`config.mk`:
```
export PLATFORM = sky130hd
export DESIGN_NAME = civil_date_day_converter
export DESIGN_NICKNAME = d
export VERILOG_FILES = /design/src/rtl/ccd_pkg.sv /design/src/rtl/ccd_to_days.sv /design/src/rtl/ccd_to_key.sv /design/src/rtl/civil_date_day_converter.sv
export VERILOG_INCLUDE_DIRS = /design/src /design/src/rtl
export SDC_FILE = /design/constraint.sdc
export NUM_CORES = 2
export LEC_CHECK = 0
export ABC_AREA = 1
export BUFFER_PORTS_ARGS = -buffer_cell sky130_fd_sc_hd__buf_2
export CAP_MARGIN = 20
export CORE_UTILIZATION = 60
export DETAILED_ROUTE_END_ITERATION = 16
export GPL_TIMING_DRIVEN = 0
export PLACE_DENSITY = 0.84
export SETUP_SLACK_MARGIN = 0.3
export SLEW_MARGIN = 20
export SYNTH_ARGS = -nofsm -noshare
export SYNTH_HDL_FRONTEND = slang
export SYNTH_SLANG_ARGS = --single-unit
```
`constraint.sdc`:
```
create_clock -name clk -period 7.65 [get_ports clk]
set_input_delay 1.1475 -clock clk [delete_from_list [all_inputs] [get_ports clk]]
set_output_delay 1.1475 -clock clk [all_outputs]
set_load 0.02 [all_outputs]
```
`src/rtl/civil_date_day_converter_macros.svh`:
```
// Assertion macros for the civil date / day number converter.
// Used by the top level; expects clk and rst_n in scope.
`ifndef CIVIL_DATE_DAY_CONVERTER_MACROS_SVH
`define CIVIL_DATE_DAY_CONVERTER_MACROS_SVH

// Same-cycle implication, off during reset.
`define CCD_ASSERT_IMPL(label, pre, post) \
    label: assert property (@(posedge clk) disable iff (!rst_n) (pre) |-> (post)) \
        else $error("civil date converter check failed");

// Delayed implication, off during reset.
`define CCD_ASSERT_DELAY(label, pre, dly, post) \
    label: assert property (@(posedge clk) disable iff (!rst_n) (pre) |-> ##(dly) (post)) \
        else $error("civil date converter latency check failed");

`endif

```
`src/rtl/ccd_pkg.sv`:
```
// Shared constants, result types and month table for the date converter.
// No dependencies.
`timescale 1ns / 1ps

package ccd_pkg;

    localparam int KEY_W = 27;
    localparam int DAY_W = 23;

    // Core pipeline depth of both conversion paths, plus one output stage.
    localparam int CORE_STAGES = 11;
    localparam int LATENCY     = CORE_STAGES + 1;
    // Delay stages that bring the key-to-day path to the core depth.
    localparam int DAYS_PAD    = 3;

    localparam logic signed [DAY_W-1:0] MIN_DAY = -23'sd719162;
    localparam logic signed [DAY_W-1:0] MAX_DAY = 23'sd2932896;
    localparam logic [DAY_W-1:0]        EPOCH_SHIFT = 23'd719468;
    localparam logic [21:0]             ERA_DAYS = 22'd146097;

    // Reciprocals: q = (x * M) >> K, exact over the operand range used.
    localparam logic [27:0] RECIP_10000 = 28'd219902326;  // K = 41
    localparam logic [14:0] RECIP_100A  = 15'd20972;      // K = 21
    localparam logic [14:0] RECIP_400   = 15'd20972;      // K = 23
    localparam logic [9:0]  RECIP_100B  = 10'd656;        // K = 16
    localparam logic [22:0] RECIP_ERA   = 23'd7525902;    // K = 40
    localparam logic [18:0] RECIP_1460  = 19'd367720;     // K = 29
    localparam logic [18:0] RECIP_36524 = 19'd470373;     // K = 34
    localparam logic [18:0] RECIP_365   = 19'd367720;     // K = 27
    localparam logic [11:0] RECIP_153   = 12'd3427;       // K = 19

    typedef struct packed {
        logic                    valid;
        logic signed [DAY_W-1:0] day;
    } ccd_day_res_t;

    typedef struct packed {
        logic             valid;
        logic [KEY_W-1:0] key;
    } ccd_key_res_t;

    // Days from March 1 to the first of month index mp (0 = March).
    function automatic logic [8:0] cum_days(input logic [3:0] mp);
        logic [8:0] r;
        case (mp)
            4'd0:    r = 9'd0;
            4'd1:    r = 9'd31;
            4'd2:    r = 9'd61;
            4'd3:    r = 9'd92;
            4'd4:    r = 9'd122;
            4'd5:    r = 9'd153;
            4'd6:    r = 9'd184;
            4'd7:    r = 9'd214;
            4'd8:    r = 9'd245;
            4'd9:    r = 9'd275;
            4'd10:   r = 9'd306;
            4'd11:   r = 9'd337;
            default: r = 9'd0;
        endcase
        return r;
    endfunction

endpackage

```
`src/rtl/ccd_to_days.sv`:
```
// Date key to day number path: 8 arithmetic stages plus delay to core depth.
// Depends on ccd_pkg.
`timescale 1ns / 1ps

module ccd_to_days (
    input  logic                       clk,
    input  logic [ccd_pkg::KEY_W-1:0]  date_key,
    output ccd_pkg::ccd_day_res_t      res
);

    // stage 1: year
    logic [54:0] y_prod;
    logic [26:0] s1_key_reg;
    logic [13:0] s1_y_reg;

    // stage 2: month*100 + day remainder
    logic [26:0] ymul;
    logic [26:0] rem_full;
    logic [13:0] s2_y_reg;
    logic [13:0] s2_rem_reg;

    // stage 3: month
    logic [28:0] m_prod;
    logic [13:0] s3_y_reg;
    logic [13:0] s3_rem_reg;
    logic [6:0]  s3_m_reg;

    // stage 4: day, range check, March-based year and month
    logic [6:0]  day_next;
    logic        valid_next;
    logic [13:0] ay_next;
    logic [6:0]  mp_full;
    logic [13:0] s4_ay_reg;
    logic [3:0]  s4_mp_reg;
    logic [4:0]  s4_d_reg;
    logic        s4_valid_reg;

    // stage 5: era, day of year
    logic [28:0] era_prod;
    logic [8:0]  doy_next;
    logic [13:0] s5_ay_reg;
    logic [4:0]  s5_era_reg;
    logic [8:0]  s5_doy_reg;
    logic        s5_valid_reg;

    // stage 6: year of era
    logic [13:0] era400;
    logic [8:0]  s6_yoe_reg;
    logic [4:0]  s6_era_reg;
    logic [8:0]  s6_doy_reg;
    logic        s6_valid_reg;

    // stage 7: partial day-of-era terms
    logic [17:0] t1_next;
    logic [18:0] q100_prod;
    logic [21:0] eraday_next;
    logic [17:0] s7_t1_reg;
    logic [2:0]  s7_q100_reg;
    logic [21:0] s7_eraday_reg;
    logic [8:0]  s7_doy_reg;
    logic        s7_valid_reg;

    // stage 8: final sum
    logic [22:0] sum_next;
    ccd_pkg::ccd_day_res_t s8_res_reg;

    ccd_pkg::ccd_day_res_t pad_reg [ccd_pkg::DAYS_PAD];

    always_comb
    begin
        y_prod = 55'(date_key) * 55'(ccd_pkg::RECIP_10000);

        ymul     = 27'(s1_y_reg) * 27'd10000;
        rem_full = s1_key_reg - ymul;

        m_prod = 29'(s2_rem_reg) * 29'(ccd_pkg::RECIP_100A);

        day_next   = s3_rem_reg[6:0] - 7'(s3_m_reg * 7'd100);
        valid_next = (s3_y_reg >= 14'd1) && (s3_y_reg <= 14'd9999) &&
                     (s3_m_reg >= 7'd1) && (s3_m_reg <= 7'd12) &&
                     (day_next >= 7'd1) && (day_next <= 7'd31);
        ay_next    = s3_y_reg - ((s3_m_reg <= 7'd2) ? 14'd1 : 14'd0);
        mp_full    = (s3_m_reg > 7'd2) ? s3_m_reg - 7'd3 : s3_m_reg + 7'd9;

        era_prod = 29'(s4_ay_reg) * 29'(ccd_pkg::RECIP_400);
        doy_next = ccd_pkg::cum_days(s4_mp_reg) + 9'(s4_d_reg) - 9'd1;

        era400 = 14'(s5_era_reg) * 14'd400;

        t1_next     = 18'(s6_yoe_reg) * 18'd365 + 18'(s6_yoe_reg[8:2]);
        q100_prod   = 19'(s6_yoe_reg) * 19'(ccd_pkg::RECIP_100B);
        eraday_next = 22'(s6_era_reg) * ccd_pkg::ERA_DAYS;

        // modulo 2^23 arithmetic gives the two's complement day directly
        sum_next = 23'(s7_eraday_reg) + 23'(s7_t1_reg) + 23'(s7_doy_reg)
                   - 23'(s7_q100_reg) - ccd_pkg::EPOCH_SHIFT;
    end

    always_ff @(posedge clk)
    begin
        s1_key_reg <= date_key;
        s1_y_reg   <= y_prod[54:41];

        s2_y_reg   <= s1_y_reg;
        s2_rem_reg <= rem_full[13:0];

        s3_y_reg   <= s2_y_reg;
        s3_rem_reg <= s2_rem_reg;
        s3_m_reg   <= m_prod[27:21];

        s4_ay_reg    <= ay_next;
        s4_mp_reg    <= mp_full[3:0];
        s4_d_reg     <= day_next[4:0];
        s4_valid_reg <= valid_next;

        s5_ay_reg    <= s4_ay_reg;
        s5_era_reg   <= era_prod[27:23];
        s5_doy_reg   <= doy_next;
        s5_valid_reg <= s4_valid_reg;

        s6_yoe_reg   <= 9'(s5_ay_reg - era400);
        s6_era_reg   <= s5_era_reg;
        s6_doy_reg   <= s5_doy_reg;
        s6_valid_reg <= s5_valid_reg;

        s7_t1_reg     <= t1_next;
        s7_q100_reg   <= q100_prod[18:16];
        s7_eraday_reg <= eraday_next;
        s7_doy_reg    <= s6_doy_reg;
        s7_valid_reg  <= s6_valid_reg;

        s8_res_reg.valid <= s7_valid_reg;
        s8_res_reg.day   <= s7_valid_reg ? signed'(sum_next) : '0;

        pad_reg[0] <= s8_res_reg;
        for (int i = 1; i < ccd_pkg::DAYS_PAD; i++)
        begin
            pad_reg[i] <= pad_reg[i-1];
        end
    end

    assign res = pad_reg[ccd_pkg::DAYS_PAD-1];

endmodule

```
`src/rtl/ccd_to_key.sv`:
```
// Day number to date key path: 11 register stages of reciprocal arithmetic.
// Depends on ccd_pkg.
`timescale 1ns / 1ps

module ccd_to_key (
    input  logic                              clk,
    input  logic signed [ccd_pkg::DAY_W-1:0]  day_number,
    output ccd_pkg::ccd_key_res_t             res
);

    // stage 1: span check, shift to era origin
    logic [22:0] s_next;
    logic [21:0] s1_s_reg;
    logic        s1_valid_reg;

    // stage 2: era
    logic [44:0] era_prod;
    logic [21:0] s2_s_reg;
    logic [4:0]  s2_era_reg;
    logic        s2_valid_reg;

    // stage 3: day of era
    logic [21:0] era_days;
    logic [21:0] doe_full;
    logic [17:0] s3_doe_reg;
    logic [4:0]  s3_era_reg;
    logic        s3_valid_reg;

    // stage 4: four-year cycle correction
    logic [36:0] q1460_prod;
    logic [17:0] s4_doe_reg;
    logic [4:0]  s4_era_reg;
    logic [6:0]  s4_q1460_reg;
    logic        s4_valid_reg;

    // stage 5: century correction
    logic [36:0] q36524_prod;
    logic [17:0] n0_next;
    logic [17:0] s5_doe_reg;
    logic [4:0]  s5_era_reg;
    logic [17:0] s5_n0_reg;
    logic [2:0]  s5_q36524_reg;
    logic        s5_valid_reg;

    // stage 6: year of era
    logic [17:0] n_next;
    logic [36:0] yoe_prod;
    logic [17:0] s6_doe_reg;
    logic [4:0]  s6_era_reg;
    logic [8:0]  s6_yoe_reg;
    logic        s6_valid_reg;

    // stage 7: year start terms
    logic [17:0] t_next;
    logic [18:0] q100_prod;
    logic [13:0] y_next;
    logic [17:0] s7_doe_reg;
    logic [17:0] s7_t_reg;
    logic [2:0]  s7_q100_reg;
    logic [13:0] s7_y_reg;
    logic        s7_valid_reg;

    // stage 8: day of year
    logic [17:0] doy_full;
    logic [8:0]  s8_doy_reg;
    logic [13:0] s8_y_reg;
    logic        s8_valid_reg;

    // stage 9: March-based month
    logic [10:0] x_next;
    logic [22:0] mp_prod;
    logic [8:0]  s9_doy_reg;
    logic [13:0] s9_y_reg;
    logic [3:0]  s9_mp_reg;
    logic        s9_valid_reg;

    // stage 10: civil day, month, year
    logic [8:0]  d_full;
    logic [3:0]  m_next;
    logic [13:0] yy_next;
    logic [4:0]  s10_d_reg;
    logic [3:0]  s10_m_reg;
    logic [13:0] s10_y_reg;
    logic        s10_valid_reg;

    // stage 11: decimal key
    logic [26:0] key_next;
    ccd_pkg::ccd_key_res_t s11_res_reg;

    always_comb
    begin
        s_next = unsigned'(day_number) + ccd_pkg::EPOCH_SHIFT;

        era_prod = 45'(s1_s_reg) * 45'(ccd_pkg::RECIP_ERA);

        era_days = 22'(s2_era_reg) * ccd_pkg::ERA_DAYS;
        doe_full = s2_s_reg - era_days;

        q1460_prod = 37'(s3_doe_reg) * 37'(ccd_pkg::RECIP_1460);

        q36524_prod = 37'(s4_doe_reg) * 37'(ccd_pkg::RECIP_36524);
        // last day of a 400-year era
        n0_next = s4_doe_reg - 18'(s4_q1460_reg)
                  - ((s4_doe_reg == 18'd146096) ? 18'd1 : 18'd0);

        n_next   = s5_n0_reg + 18'(s5_q36524_reg);
        yoe_prod = 37'(n_next) * 37'(ccd_pkg::RECIP_365);

        t_next    = 18'(s6_yoe_reg) * 18'd365 + 18'(s6_yoe_reg[8:2]);
        q100_prod = 19'(s6_yoe_reg) * 19'(ccd_pkg::RECIP_100B);
        y_next    = 14'(s6_era_reg) * 14'd400 + 14'(s6_yoe_reg);

        doy_full = s7_doe_reg - s7_t_reg + 18'(s7_q100_reg);

        x_next  = 11'(s8_doy_reg) * 11'd5 + 11'd2;
        mp_prod = 23'(x_next) * 23'(ccd_pkg::RECIP_153);

        d_full  = s9_doy_reg - ccd_pkg::cum_days(s9_mp_reg) + 9'd1;
        m_next  = (s9_mp_reg < 4'd10) ? s9_mp_reg + 4'd3 : s9_mp_reg - 4'd9;
        // January and February belong to the next civil year
        yy_next = s9_y_reg + ((s9_mp_reg >= 4'd10) ? 14'd1 : 14'd0);

        key_next = 27'(s10_y_reg) * 27'd10000 + 27'(s10_m_reg) * 27'd100
                   + 27'(s10_d_reg);
    end

    always_ff @(posedge clk)
    begin
        s1_s_reg     <= s_next[21:0];
        s1_valid_reg <= (day_number >= ccd_pkg::MIN_DAY) &&
                        (day_number <= ccd_pkg::MAX_DAY);

        s2_s_reg     <= s1_s_reg;
        s2_era_reg   <= era_prod[44:40];
        s2_valid_reg <= s1_valid_reg;

        s3_doe_reg   <= doe_full[17:0];
        s3_era_reg   <= s2_era_reg;
        s3_valid_reg <= s2_valid_reg;

        s4_doe_reg   <= s3_doe_reg;
        s4_era_reg   <= s3_era_reg;
        s4_q1460_reg <= q1460_prod[35:29];
        s4_valid_reg <= s3_valid_reg;

        s5_doe_reg    <= s4_doe_reg;
        s5_era_reg    <= s4_era_reg;
        s5_n0_reg     <= n0_next;
        s5_q36524_reg <= q36524_prod[36:34];
        s5_valid_reg  <= s4_valid_reg;

        s6_doe_reg   <= s5_doe_reg;
        s6_era_reg   <= s5_era_reg;
        s6_yoe_reg   <= yoe_prod[35:27];
        s6_valid_reg <= s5_valid_reg;

        s7_doe_reg   <= s6_doe_reg;
        s7_t_reg     <= t_next;
        s7_q100_reg  <= q100_prod[18:16];
        s7_y_reg     <= y_next;
        s7_valid_reg <= s6_valid_reg;

        s8_doy_reg   <= doy_full[8:0];
        s8_y_reg     <= s7_y_reg;
        s8_valid_reg <= s7_valid_reg;

        s9_doy_reg   <= s8_doy_reg;
        s9_y_reg     <= s8_y_reg;
        s9_mp_reg    <= mp_prod[22:19];
        s9_valid_reg <= s8_valid_reg;

        s10_d_reg     <= d_full[4:0];
        s10_m_reg     <= m_next;
        s10_y_reg     <= yy_next;
        s10_valid_reg <= s9_valid_reg;

        s11_res_reg.valid <= s10_valid_reg;
        s11_res_reg.key   <= s10_valid_reg ? key_next : '0;
    end

    assign res = s11_res_reg;

endmodule

```
`src/rtl/civil_date_day_converter.sv`:
```
// Civil date / day number converter. Each accepted start yields one done pulse.
// Throughput: one item per clock; busy stays low, so start may be high every cycle.
// The depth is set by the day-to-key chain of reciprocal multiplies (11 stages + output).
// Reset (rst_n, async low) clears only the valid pipeline and done; no result is lost
// or stalled, since the receiver takes each done pulse as it comes.
// Depends on ccd_pkg, ccd_to_days, ccd_to_key and the assertion macro header.
`timescale 1ns / 1ps

`include "civil_date_day_converter_macros.svh"

module civil_date_day_converter (
    input  logic                              clk,
    input  logic                              rst_n,
    input  logic                              start,
    output logic                              busy,
    input  logic                              mode,
    input  logic [ccd_pkg::KEY_W-1:0]         date_key,
    input  logic signed [ccd_pkg::DAY_W-1:0]  day_number,
    output logic                              done,
    output logic signed [ccd_pkg::DAY_W-1:0]  day_result,
    output logic [ccd_pkg::KEY_W-1:0]         key_result,
    output logic                              valid_res
);

    localparam int STAGES = ccd_pkg::CORE_STAGES;

    // Both paths run on every item; the mode bit travels alongside and picks
    // the result at the output register.
    ccd_pkg::ccd_day_res_t days_res;
    ccd_pkg::ccd_key_res_t key_res;

    logic [STAGES-1:0] vld_reg;
    logic [STAGES-1:0] vld_next;
    logic              mode_reg [STAGES];

    logic                             done_reg;
    logic signed [ccd_pkg::DAY_W-1:0] day_result_reg;
    logic [ccd_pkg::KEY_W-1:0]        key_result_reg;
    logic                             valid_res_reg;

    // day result lies within 0001-01-01 .. 9999-12-31
    logic                             day_in_span;

    ccd_to_days u_to_days (
        .clk      (clk),
        .date_key (date_key),
        .res      (days_res)
    );

    ccd_to_key u_to_key (
        .clk        (clk),
        .day_number (day_number),
        .res        (key_res)
    );

    // Pipeline never stalls.
    assign busy = 1'b0;

    assign vld_next = {vld_reg[STAGES-2:0], start};

    always_ff @(posedge clk or negedge rst_n)
    begin
        if (!rst_n)
        begin
            vld_reg  <= '0;
            done_reg <= 1'b0;
        end
        else
        begin
            vld_reg  <= vld_next;
            done_reg <= vld_reg[STAGES-1];
        end
    end

    // mode line and result payload carry no reset
    always_ff @(posedge clk)
    begin
        mode_reg[0] <= mode;
        for (int i = 1; i < STAGES; i++)
        begin
            mode_reg[i] <= mode_reg[i-1];
        end

        if (mode_reg[STAGES-1])
        begin
            day_result_reg <= '0;
            key_result_reg <= key_res.key;
            valid_res_reg  <= key_res.valid;
        end
        else
        begin
            day_result_reg <= days_res.day;
            key_result_reg <= '0;
            valid_res_reg  <= days_res.valid;
        end
    end

    assign done       = done_reg;
    assign day_result = day_result_reg;
    assign key_result = key_result_reg;
    assign valid_res  = valid_res_reg;

    assign day_in_span = (day_result >= ccd_pkg::MIN_DAY) && (day_result <= ccd_pkg::MAX_DAY);

    // every accepted item comes out with a done pulse
    `CCD_ASSERT_DELAY(a_start_to_done, start, ccd_pkg::LATENCY, done)
    // no result without an earlier accepted item
    `CCD_ASSERT_IMPL(a_done_has_item, done, $past(start, ccd_pkg::LATENCY))
    // rejected inputs give all-zero results
    `CCD_ASSERT_IMPL(a_invalid_zero, done && !valid_res, day_result == '0 && key_result == '0)
    // only the field of the selected mode can be nonzero
    `CCD_ASSERT_IMPL(a_one_field, done, day_result == '0 || key_result == '0)
    // a valid key-to-day result lies in the supported span
    `CCD_ASSERT_IMPL(a_day_span, done && valid_res && key_result == '0, day_in_span)

endmodule

```
==> summary.txt <==
Run status
  – Status: completed

Routing
  – Drt pass-1 iters: 6
  – Detail Route Antenna Nets: 0
  – Iteration-0 DRC Markers: ~3.1k
  – Residual DRC: 0
  – Vias per cell: 5.38
  – Routed WL: roughly 180,000 µm
  – Routed via count: 56.6k
  – Routed WL per cell: 17.1 µm

Synth
  – Net Count, Synth: 11.4k
  – Average cell area after synthesis: 9.42 µm²
  – Yosys top cell by area: fa_1
  – Asr flop ratio synth: between 1.5 and 2%
  – #FFs+latches synth: approximately 690
  – Post-synth top flop: dfxtp_1
  – Top-count cell post-synth: inv_1
  – Top cells by area, synth: fa_1 28%, ha_1 26%, dfxtp_1 17%
  – Post-synth EDFFs: 0
  – Synth top cells by count: 2,304 x inv_1, 1,671 x ha_1, 1,141 x fa_1, 777 x nand2_1, 675 x dfxtp_1
  – Synth Cell Area: 80,400 µm²
  – Share of Yosys cell area claimed by the top area cell type: 28.4%
  – Cell variety after synth: between 60 and 70
  – Yosys warns: 0
  – Register area share after synthesis: 17.2%
  – Synth Instances: 8,534

Critical path
  – Critical Path Source Type: flip-flop
  – CP Capture Type: flip-flop
  – CP max stage cell: xor2_1
  – Critical path fanouts, max: 8
  – Setup Crit Path Kind: flip-flop to flip-flop
  – Crit path arrival time: 7.55 ns
  – Worst EP required: 8.19 ns
  – Cell family with most CP delay: adder cells
  – Cell mode on critical path: inv_1
  – Bufs and invs on worst path: 6
  – Critical Path Max Stage Delay: between 0.8 and 0.9 ns

Die
  – Die area: 135,000 µm²
  – Die width: 368 µm
  – Initial core utilization: 60.8%
  – Core Area: 132,000 µm²
  – Die Span Y: 368 µm
  – # rows: ~130
  – I/O pins: 107

CTS
  – Worst-skew pair later-pin latency: 0.66 ns
  – CTS tree: built
  – Max Buffers Root-to-Sink: 3
  – Hold Buf Count CTS: 0
  – Root Buffer: clkbuf_16
  – CTS buffer count: 72
  – Clock-pin slew on the worst setup and hold paths: around 0.060 ns
  – Clock Sinks: 687
  – H-tree depth: 3

STA
  – Final Setup Violations: 0
  – Fmax: 143 MHz
  – Final period util: 91.6%
  – Skew final: 0.0513 ns
  – Worst slew margin: 27.7%
  – Unrepaired setup endpoints after global routing: true
  – Final Max Tran Viols: 0
  – Setup TNS: 0 ns
  – Final Hold Fails: 0
  – Worst Tran Pin Value: 1.08 ns
  – Final min period: approximately 7 ns

Placed design
  – Detailed placement HPWL: 152,000 µm
  – I/O Buffers: just over 100
  – Gpl congestion: 0.983
  – Placed cell count: approximately 10k

Worst hold path
  – Min-delay worst type: flip-flop to flip-flop

Layout
  – Max reg flops: 72
  – Finished Layout Cells: 10.5k
  – Area Growth Syn to Fin: 6.71%
  – Layout cell share with drive strength beyond 1: 3.49%
  – Fillers: 10.2k
  – Antenna cells: 0
  – Final nets: 11.6k

GRT
  – Vias in the first global route: 61.8k
  – First-pass GRT wire length: between 300,000 and 400,000 µm
  – Tot GR Track Use: 27.3%
  – Initial antenna violation count: 0
  – Largest net degree at the start of global routing: 17
  – Remaining global-route overflow: 0

Run
  – MaxCap Viol Count: 0
==> metrics by stage <==
stage	setup WS [ns]	util (%)	instance area, µm²	hold slack (ns)
6_report	0.643	64.9	85800	0.286
5_1_grt	0.258	64.9	85800	0.294
4_1_cts	0.301	64.8	85700	0.283
3_5_place_dp	0.232	62.9	83100	0.312
3_3_place_gp	0.165	62.9	83100	0.310
2_1_floorplan	1.27	-	80400	0.310
==> per-layer routing <==
layer / up-vias / track usage, % / wire (µm)
li1: 26900 / - / -
met1: 27600 / 33.0 / 72100
met2: 1613 / 49.7 / 91800
met3: 420 / 3.60 / 9260
met4: 0 / 9.42 / 6480
met5: - / 0 / 0
==> final timing paths <==
kind / start / to / slack (ns) / cells past startpoint
worst min-delay path: u_to_days.s6_doy_reg[2] / u_to_days.s7_doy_reg[2] / 0.29 / 0
worst min register to register: u_to_days.s6_doy_reg[2] / u_to_days.s7_doy_reg[2] / 0.29 / 0
min in group asynchronous: rst_n / vld_reg[8] / 0.36 / 1
worst max-delay path: u_to_key.s5_q36524_reg[2] / u_to_key.s6_yoe_reg[5] / 0.64 / 25
max in group asynchronous: rst_n / done / 7.09 / 1
worst max register to register: u_to_key.s5_q36524_reg[2] / u_to_key.s6_yoe_reg[5] / 0.64 / 25
==> cells in the final DEF (no fill, tap or decap), types with 191 or more instances in the layout <==
master,instances
ha_1,1671
a21oi_1,414
dfxtp_1,674
fa_1,1141
xor2_1,191
nor2_1,368
nand2_1,777
nand3_1,192
inv_1,2303
o21ai_0,216
==> cell families after synthesis <==
family          Yosys count  synth area share, %
mux                       1               0.0140
flops                   687                 17.2
simple gates           1562                 8.35
other cells               1              0.00466
fa+ha+maj              2812                 54.4
xor+xnor                297                 3.25
buf+inv                2325                 10.9
compound gates          849                 5.91
==> cell type report <==
type	instances	area [µm²]	share of cell area (%)
buffer	13	53.8	0.0627
clock buffer	89	1980	2.30
clock inverter	40	576	0.671
inverter	2312	8680	10.1
sequential	687	13800	16.1
tap	1755	2200	2.56
timing repair buffer	105	531	0.618
multi-input combinational	5522	58000	67.6
==> timing repair <==
item / in CTS / in global routing
pin swaps: 0 / 1
gates cloned: 0 / 0
resized for setup: 1 / 18
endpoints found under the setup margin: 2 / 14
endpoints found under the hold margin: 0 / 0
buffers inserted: 0 / 2
Power is left out: the tool's default activity adds up to more than one toggle a clock period on the data nets, which glitch-free logic cannot reach.
